### src/rtl/bbcf_pkg.sv
package bbcf_pkg;

    localparam int CACHE_SLOTS  = 16;
    localparam int ADDRESS_BITS = 24;
    localparam int IDX_W        = (CACHE_SLOTS > 1) ? $clog2(CACHE_SLOTS) : 1;

    localparam int CMD_W        = 2;
    localparam int SLOT_W       = 4;
    localparam int BADDR_W      = 24;
    localparam int IN_DATA_W    = ((BADDR_W + SLOT_W + 1 + 7) / 8) * 8;
    localparam int OUT_DATA_W   = ((SLOT_W + BADDR_W + 7) / 8) * 8;
    localparam int OUT_USER_W   = 3;

    typedef enum logic [CMD_W-1:0] {
        CMD_ACCESS = 2'd0,
        CMD_MARK   = 2'd1,
        CMD_FLUSH  = 2'd2
    } cmd_t;

    typedef struct packed {
        logic                 fill;
        logic                 writeback;
        logic                 hit;
    } res_flags_t;

endpackage

### src/rtl/bbcf_ram.sv
module bbcf_ram #(
    parameter int WIDTH = 8,
    parameter int DEPTH = 16
) (
    input  logic                           aclk,
    input  logic                           we,
    input  logic [$clog2(DEPTH)-1:0]       waddr,
    input  logic [WIDTH-1:0]               wdata,
    input  logic [$clog2(DEPTH)-1:0]       raddr,
    output logic [WIDTH-1:0]               rdata
);

    logic [WIDTH-1:0] mem [DEPTH];

    always_ff @(posedge aclk) begin
        if (we) begin
            mem[waddr] <= wdata;
        end
        rdata <= mem[raddr];
    end

endmodule

### src/rtl/block_buffer_cache_fifo_top.sv
// Fully associative block buffer cache controller with round-robin replacement.
// Input channel s_axis: one command item. tuser carries the command (access,
// mark, flush), tdata the block address, slot index and dirty value.
// Result channel m_axis: slot, writeback address in tdata; hit, writeback and
// fill flags in tuser; tlast marks the final result of a command.
// An access scans the tag memory one slot per cycle with a single comparator.
// A hit goes to the HIT state, which loads one result naming the matching slot; a
// miss goes through VICTIM, where a dirty victim loads a writeback result, to
// FILL, which loads the fill result. s_axis_tready is high again in the cycle
// after the last result is loaded.
// A mark only sets or clears one dirty bit and gives no result. A flush walks
// the dirty marks one slot per cycle; a dirty slot waits for a free output.
// One command is worked on at a time; s_axis_tready is high only between
// commands. Results go out through one output register; when m_axis_tready is
// low the sequencer waits with the next result and nothing is dropped.
// After reset (aresetn low at a clock edge) slot i holds block i, all slots are
// clean and the victim pointer is slot zero; per-slot valid bits stand in for
// the tag memory contents until a slot is first filled, so no clearing pass.
module block_buffer_cache_fifo_top (
    input  logic                                aclk,
    input  logic                                aresetn,
    input  logic                                s_axis_tvalid,
    output logic                                s_axis_tready,
    // block_num, slot_index, dirty_value, zero pad
    input  logic [bbcf_pkg::IN_DATA_W-1:0]      s_axis_tdata,
    // command
    input  logic [bbcf_pkg::CMD_W-1:0]          s_axis_tuser,
    output logic                                m_axis_tvalid,
    input  logic                                m_axis_tready,
    // slot, writeback_address, zero pad
    output logic [bbcf_pkg::OUT_DATA_W-1:0]     m_axis_tdata,
    // hit, writeback, fill
    output logic [bbcf_pkg::OUT_USER_W-1:0]     m_axis_tuser,
    output logic                                m_axis_tlast
);

    localparam int NSLOT = bbcf_pkg::CACHE_SLOTS;
    localparam int IW    = bbcf_pkg::IDX_W;
    localparam int AW    = bbcf_pkg::ADDRESS_BITS;
    localparam logic [IW-1:0] LAST_IDX = IW'(NSLOT - 1);

    typedef enum logic [2:0] {
        S_IDLE,
        S_SEARCH,
        S_HIT,
        S_VICTIM,
        S_FILL,
        S_FLUSH
    } state_t;

    state_t                         state_reg, state_next;
    logic [IW-1:0]                  idx_reg, idx_next;
    logic [IW-1:0]                  victim_reg, victim_next;
    logic [IW-1:0]                  rd_idx_reg;
    logic [AW-1:0]                  addr_reg, addr_next;
    logic [NSLOT-1:0]               dirty_reg, dirty_next;
    logic [NSLOT-1:0]               valid_reg, valid_next;

    logic                           m_valid_reg, m_valid_next;
    logic [bbcf_pkg::OUT_DATA_W-1:0] m_data_reg, m_data_next;
    bbcf_pkg::res_flags_t           m_flags_reg, m_flags_next;
    logic                           m_last_reg, m_last_next;

    logic                           ram_we;
    logic [IW-1:0]                  ram_raddr;
    logic [AW-1:0]                  ram_rdata;
    logic [AW-1:0]                  stored_val;
    logic                           out_free;
    logic                           accept;
    logic                           rest_clean;
    bbcf_pkg::cmd_t                 cmd;
    logic [bbcf_pkg::BADDR_W-1:0]   in_baddr;
    logic [bbcf_pkg::SLOT_W-1:0]    in_slot;
    logic                           in_dval;

    assign cmd      = bbcf_pkg::cmd_t'(s_axis_tuser);
    assign in_baddr = s_axis_tdata[bbcf_pkg::BADDR_W-1:0];
    assign in_slot  = s_axis_tdata[bbcf_pkg::BADDR_W +: bbcf_pkg::SLOT_W];
    assign in_dval  = s_axis_tdata[bbcf_pkg::BADDR_W + bbcf_pkg::SLOT_W];

    assign s_axis_tready = (state_reg == S_IDLE);
    assign accept        = s_axis_tvalid && s_axis_tready;
    assign out_free      = !m_valid_reg || m_axis_tready;

    // untouched slots still hold their reset block
    assign stored_val = valid_reg[rd_idx_reg] ? ram_rdata : AW'(rd_idx_reg);
    assign rest_clean = ((dirty_reg >> idx_reg) == '0);
    assign ram_raddr  = (state_next == S_VICTIM) ? victim_reg : idx_next;

    bbcf_ram #(
        .WIDTH (AW),
        .DEPTH (NSLOT)
    ) u_tag_ram (
        .aclk  (aclk),
        .we    (ram_we),
        .waddr (victim_reg),
        .wdata (addr_reg),
        .raddr (ram_raddr),
        .rdata (ram_rdata)
    );

    always_comb begin
        state_next   = state_reg;
        idx_next     = idx_reg;
        victim_next  = victim_reg;
        addr_next    = addr_reg;
        dirty_next   = dirty_reg;
        valid_next   = valid_reg;
        m_valid_next = m_valid_reg;
        m_data_next  = m_data_reg;
        m_flags_next = m_flags_reg;
        m_last_next  = m_last_reg;
        ram_we       = 1'b0;

        if (m_valid_reg && m_axis_tready) begin
            m_valid_next = 1'b0;
        end

        unique case (state_reg)
            S_IDLE: begin
                if (accept) begin
                    unique case (cmd)
                        bbcf_pkg::CMD_ACCESS: begin
                            addr_next  = AW'(in_baddr);
                            idx_next   = '0;
                            state_next = S_SEARCH;
                        end
                        bbcf_pkg::CMD_MARK: begin
                            if (32'(in_slot) < NSLOT) begin
                                dirty_next[IW'(in_slot)] = in_dval;
                            end
                        end
                        bbcf_pkg::CMD_FLUSH: begin
                            idx_next   = '0;
                            state_next = S_FLUSH;
                        end
                        default: begin
                        end
                    endcase
                end
            end
            S_SEARCH: begin
                if (stored_val == addr_reg) begin
                    state_next = S_HIT;
                end else if (idx_reg == LAST_IDX) begin
                    state_next = S_VICTIM;
                end else begin
                    idx_next = idx_reg + 1'b1;
                end
            end
            S_HIT: begin
                if (out_free) begin
                    m_valid_next = 1'b1;
                    m_data_next  = bbcf_pkg::OUT_DATA_W'(bbcf_pkg::SLOT_W'(idx_reg));
                    m_flags_next = '{fill: 1'b0, writeback: 1'b0, hit: 1'b1};
                    m_last_next  = 1'b1;
                    state_next   = S_IDLE;
                end
            end
            S_VICTIM: begin
                if (!dirty_reg[victim_reg]) begin
                    state_next = S_FILL;
                end else if (out_free) begin
                    m_valid_next = 1'b1;
                    m_data_next  = bbcf_pkg::OUT_DATA_W'({
                        bbcf_pkg::BADDR_W'(stored_val),
                        bbcf_pkg::SLOT_W'(victim_reg)});
                    m_flags_next = '{fill: 1'b0, writeback: 1'b1, hit: 1'b0};
                    m_last_next  = 1'b0;
                    state_next   = S_FILL;
                end
            end
            S_FILL: begin
                if (out_free) begin
                    m_valid_next = 1'b1;
                    m_data_next  = bbcf_pkg::OUT_DATA_W'(bbcf_pkg::SLOT_W'(victim_reg));
                    m_flags_next = '{fill: 1'b1, writeback: 1'b0, hit: 1'b0};
                    m_last_next  = 1'b1;
                    ram_we       = 1'b1;
                    valid_next[victim_reg] = 1'b1;
                    dirty_next[victim_reg] = 1'b0;
                    victim_next  = (victim_reg == LAST_IDX) ? '0 : victim_reg + 1'b1;
                    state_next   = S_IDLE;
                end
            end
            S_FLUSH: begin
                if (rest_clean) begin
                    state_next = S_IDLE;
                end else if (!dirty_reg[idx_reg]) begin
                    idx_next = idx_reg + 1'b1;
                end else if (out_free) begin
                    m_valid_next = 1'b1;
                    m_data_next  = bbcf_pkg::OUT_DATA_W'({
                        bbcf_pkg::BADDR_W'(stored_val),
                        bbcf_pkg::SLOT_W'(idx_reg)});
                    m_flags_next = '{fill: 1'b0, writeback: 1'b1, hit: 1'b0};
                    m_last_next  = ((dirty_reg >> idx_reg) == NSLOT'(1));
                    dirty_next[idx_reg] = 1'b0;
                    if (idx_reg == LAST_IDX) begin
                        state_next = S_IDLE;
                    end else begin
                        idx_next = idx_reg + 1'b1;
                    end
                end
            end
            default: begin
                state_next = S_IDLE;
            end
        endcase
    end

    always_ff @(posedge aclk) begin
        if (!aresetn) begin
            state_reg   <= S_IDLE;
            idx_reg     <= '0;
            victim_reg  <= '0;
            dirty_reg   <= '0;
            valid_reg   <= '0;
            m_valid_reg <= 1'b0;
        end else begin
            state_reg   <= state_next;
            idx_reg     <= idx_next;
            victim_reg  <= victim_next;
            dirty_reg   <= dirty_next;
            valid_reg   <= valid_next;
            m_valid_reg <= m_valid_next;
        end
        rd_idx_reg  <= ram_raddr;
        addr_reg    <= addr_next;
        m_data_reg  <= m_data_next;
        m_flags_reg <= m_flags_next;
        m_last_reg  <= m_last_next;
    end

    assign m_axis_tvalid = m_valid_reg;
    assign m_axis_tdata  = m_data_reg;
    assign m_axis_tuser  = m_flags_reg;
    assign m_axis_tlast  = m_last_reg;

    a_hit_alone: assert property (@(posedge aclk) disable iff (!aresetn)
        m_axis_tvalid && m_flags_reg.hit |->
            !m_flags_reg.writeback && !m_flags_reg.fill && m_axis_tlast)
        else $error("hit result carries writeback or fill");

    a_fill_last: assert property (@(posedge aclk) disable iff (!aresetn)
        m_axis_tvalid && m_flags_reg.fill |-> m_axis_tlast && !m_flags_reg.writeback)
        else $error("fill result is not the final item");

    a_victim_moves: assert property (@(posedge aclk) disable iff (!aresetn)
        $past(aresetn) && !$stable(victim_reg) |-> $past(state_reg == S_FILL))
        else $error("victim pointer moved outside a fill");

    a_mark_silent: assert property (@(posedge aclk) disable iff (!aresetn)
        accept && (cmd == bbcf_pkg::CMD_MARK) |=> !$rose(m_valid_reg) && s_axis_tready)
        else $error("mark item produced a result or stalled");

endmodule

### config.mk
export PLATFORM = sky130hd
export DESIGN_NAME = block_buffer_cache_fifo_top
export DESIGN_NICKNAME = d
export VERILOG_FILES = /design/src/rtl/bbcf_pkg.sv /design/src/rtl/bbcf_ram.sv /design/src/rtl/block_buffer_cache_fifo_top.sv
export SDC_FILE = /design/constraint.sdc
export NUM_CORES = 1
export LEC_CHECK = 0
export ABC_AREA = 1
export ABC_CLOCK_PERIOD_IN_PS = 5800
export BUFFER_PORTS_ARGS = -buffer_cell sky130_fd_sc_hd__buf_2
export CORE_ASPECT_RATIO = 0.8
export CORE_MARGIN = 4
export CORE_UTILIZATION = 55
export CTS_CLUSTER_SIZE = 8
export DETAILED_ROUTE_END_ITERATION = 16
export PLACE_DENSITY = 0.72
export SYNTH_ARGS = -nofsm -noshare
export SYNTH_HDL_FRONTEND = slang
export SYNTH_SLANG_ARGS = --single-unit
export TNS_END_PERCENT = 10
### constraint.sdc
create_clock -name aclk -period 5.8 [get_ports aclk]
set_clock_uncertainty 0.05 [all_clocks]
set_input_delay 0.87 -clock aclk [delete_from_list [all_inputs] [get_ports aclk]]
set_output_delay 0.87 -clock aclk [all_outputs]
set_load 0.005 [all_outputs]
==> flow_summary.ini <==
[die]
rows = 67
pin_count = 76
die_w_um = 239
start_util_pct = 55.8
core_mm2 = 0.0421
die_height_um = 193
die_area_mm2 = 0.0461

[final_layout]
largest_reg_flops = 384
area_growth_pct = 13.2
num-fill-cells = 3368
nets = 2615
final_area_mm2 = 0.0266
largest_register = u_tag_ram.mem
layout-drive-gt1-share_pct = 8.61
antenna_cells = 0

[run_status]
status = finished, final reports clean

[routing]
wl_per_cell_um = 20.4
antenna_left = 0
viasPerCell = 5.60
dr.pass1.iters = 6
routed_wl_mm = 64.8
drtIter0Drc = 2055
num_vias = 17800
drc = 0

[placed_design]
place_congestion = 0.918
dp_hpwl_mm = 37.5
portBuffers = 68
dp_slack_ps = 1050
placed_cell_area_mm2 = 0.0244

[clock_network]
h-tree-depth = 3
postCtsSetupRepairBufs = 0
cts_made_buffers = 74
clockRootBuffer = clkbuf_16
clkSinkCount = 512
clock_latency_ps = 600
post_cts_resize_count = 0
tritoncts = built
cts_buffer_depth = 3
hold_buffers = 0
clkTransAtPathRegs_ps = 50

[logic_synthesis]
synth_area_leader_cell = edfxtp_1
netlist.area_leader.share_pct = 56.2
synth_edf_count = 440
synth_commonest_cells = nand3_1, inv_1, nand2_1, edfxtp_1, nor2_1
synth_cell_types = 43
ys_top_cells_by_area = edfxtp_1, nand3_1, inv_1
async_reset_ff_share_pct = 0
ys_ff_latch = 512
ys.flop_type = edfxtp_1
ys_warn_count = 0
yosysMostFrequentCell = nand3_1
synth_cells = 2501
seq_area_frac_synth_pct = 62.4
syn-cell-area_mm2 = 0.0235
avgSynthCellArea_um2 = 9.39

[sta]
finalWorstPathRequiredPeriod_ps = 4870
hold_violations = 0
relSlewSlack_pct = 11.3
fin_hold_ws_ps = 407
tns_ps = 0
setup_viol = 0
rsz0062_at_grt = no
layout_setup_ws_ps = 928
report.final.slew_viol_count = 0
post-route-period-util_pct = 84.0
fmax_mhz = 205
worst_pin_slew_ps = 1330

[power]
powerDensity_mw_per_mm2 = 365
leakage_nw = 11.4
power_mw = 9.71
peakVddDrop_v = 0.000223

[global_route]
grt_pass1_vias = 16700
antenna_found_initial = 2
grt-ovfl-total = 0
grt.total_usage_pct = 28.0
grt_pass1_wl_mm = 97.7
grt_max_degree = 97

[worst_hold_path]
min_path_type = in -> reg
hold_path_depth = 1
hold_path_startpoint = s_axis_tdata[5]
holdPathEnd = addr_reg[5]$_DFFE_PP_

[flow_run]
drv_cap = 0

[setup_path]
r2r-start = rd_idx_reg[0]$_DFF_P_
start_kind = register
endpoint_kind = register
rrSetupSlack_ps = 930
ff2ff_path_depth = 21
cp.required_ps = 6220
path_class = reg -> reg
worst_r2r_endpoint = u_tag_ram.rdata[11]$_DFF_P_
cp_max_fo = 43
cp_data_arrival_time_ps = 5290
## cell type report
type | count | area (um2) | share of cell area, %
Clock buffer | 126 | 2090 | 7.85
Clock inverter | 6 | 71.3 | 0.268
Inverter | 520 | 1950 | 7.35
Multi-Input combinational cell | 1352 | 6380 | 24.0
Sequential cell | 512 | 14700 | 55.1
Tap cell | 552 | 691 | 2.60
Timing Repair Buffer | 109 | 761 | 2.86
## power by group
part           switching (mW)  internal, mW  leakage, nW
logic                    1.09         0.450         5.78
registers              0.0964          4.09         4.57
clock network            1.54          2.44         1.03
## layer usage
metal / up-vias / part of all wire [%] / GRT usage (%)
li1: 8316 / - / -
met1: 8356 / 42 / 40.4
met2: 980 / 45 / 42.5
met3: 139 / 11 / 7.06
met4: 0 / 2.4 / 8.44
met5: - / 0 / 0
## worst max-delay path by stage
stage,start,end,cells after the start
floorplan,state_reg[0]$_SDFF_PN0_,m_axis_tdata[0]$_DFFE_PP_,9
global placement,rd_idx_reg[0]$_DFF_P_,u_tag_ram.rdata[11]$_DFF_P_,23
detailed placement,rd_idx_reg[0]$_DFF_P_,u_tag_ram.rdata[11]$_DFF_P_,23
CTS,rd_idx_reg[0]$_DFF_P_,u_tag_ram.rdata[11]$_DFF_P_,23
global route,rd_idx_reg[0]$_DFF_P_,u_tag_ram.rdata[5]$_DFF_P_,27
finish,rd_idx_reg[0]$_DFF_P_,u_tag_ram.rdata[11]$_DFF_P_,21
## metrics by stage
stage | util (%) | std cells
2_1_floorplan | - | 2504
3_3_place_gp | 58.1 | 3045
3_5_place_dp | 58.1 | 3045
4_1_cts | 63.2 | 3177
5_1_grt | 63.2 | 3177
6_report | 63.2 | 3177
## critical path: stages, from the launching register on
cell	delay, ps
dfxtp_1	550
inv_4	100
nand2_1	80
nand3_1	80
nand3_1	110
nand3_2	160
nand2_4	450
nand3_1	130
nand2_1	230
nand2_1	80
nor2_1	220
nand2_1	110
nor2_2	180
nand2_2	150
nand2_1	110
nand2_1	90
nand2_2	160
nand2_4	120
o21ai_2	690
inv_2	560
nand3_1	260
nand2_1	70
## cells by family after synthesis
| family | Yosys count | synth area share, % |
|---|---|---|
| simple gates | 1186 | 22.3 |
| buf+inv | 640 | 10.9 |
| fa+ha+maj | 8 | 0.426 |
| xor+xnor | 5 | 0.186 |
| other cells | 1 | 0.0160 |
| compound gates | 149 | 3.74 |
| flops | 512 | 62.4 |
## layout by cell type (no fill, tap or decap), drive strengths merged
cell type | Yosys | final
o31ai | 2 | 2
nor3 | 27 | 27
o211ai | 5 | 5
a31oi | 4 | 4
xnor2 | 1 | 1
nand2 | 518 | 518
a2111oi | 1 | 1
nor2 | 113 | 113
a22o | 1 | 1
o22ai | 9 | 9
nand4 | 5 | 5
a211oi | 19 | 19
nand3b | 5 | 5
ha | 8 | 8
buf | 83 | 109
edfxtp | 440 | 440
a21boi | 1 | 1
clkbuf | 37 | 126
a311oi | 4 | 4
nand3 | 518 | 518
conb | 1 | 4
a21oi | 35 | 35
clkinv | 4 | 6
inv | 516 | 520
a22oi | 1 | 1
xor2 | 4 | 4
o21bai | 2 | 2
dfxtp | 72 | 72
a221oi | 3 | 3
o21ai | 62 | 62
Power figures use the tool's default switching activity.
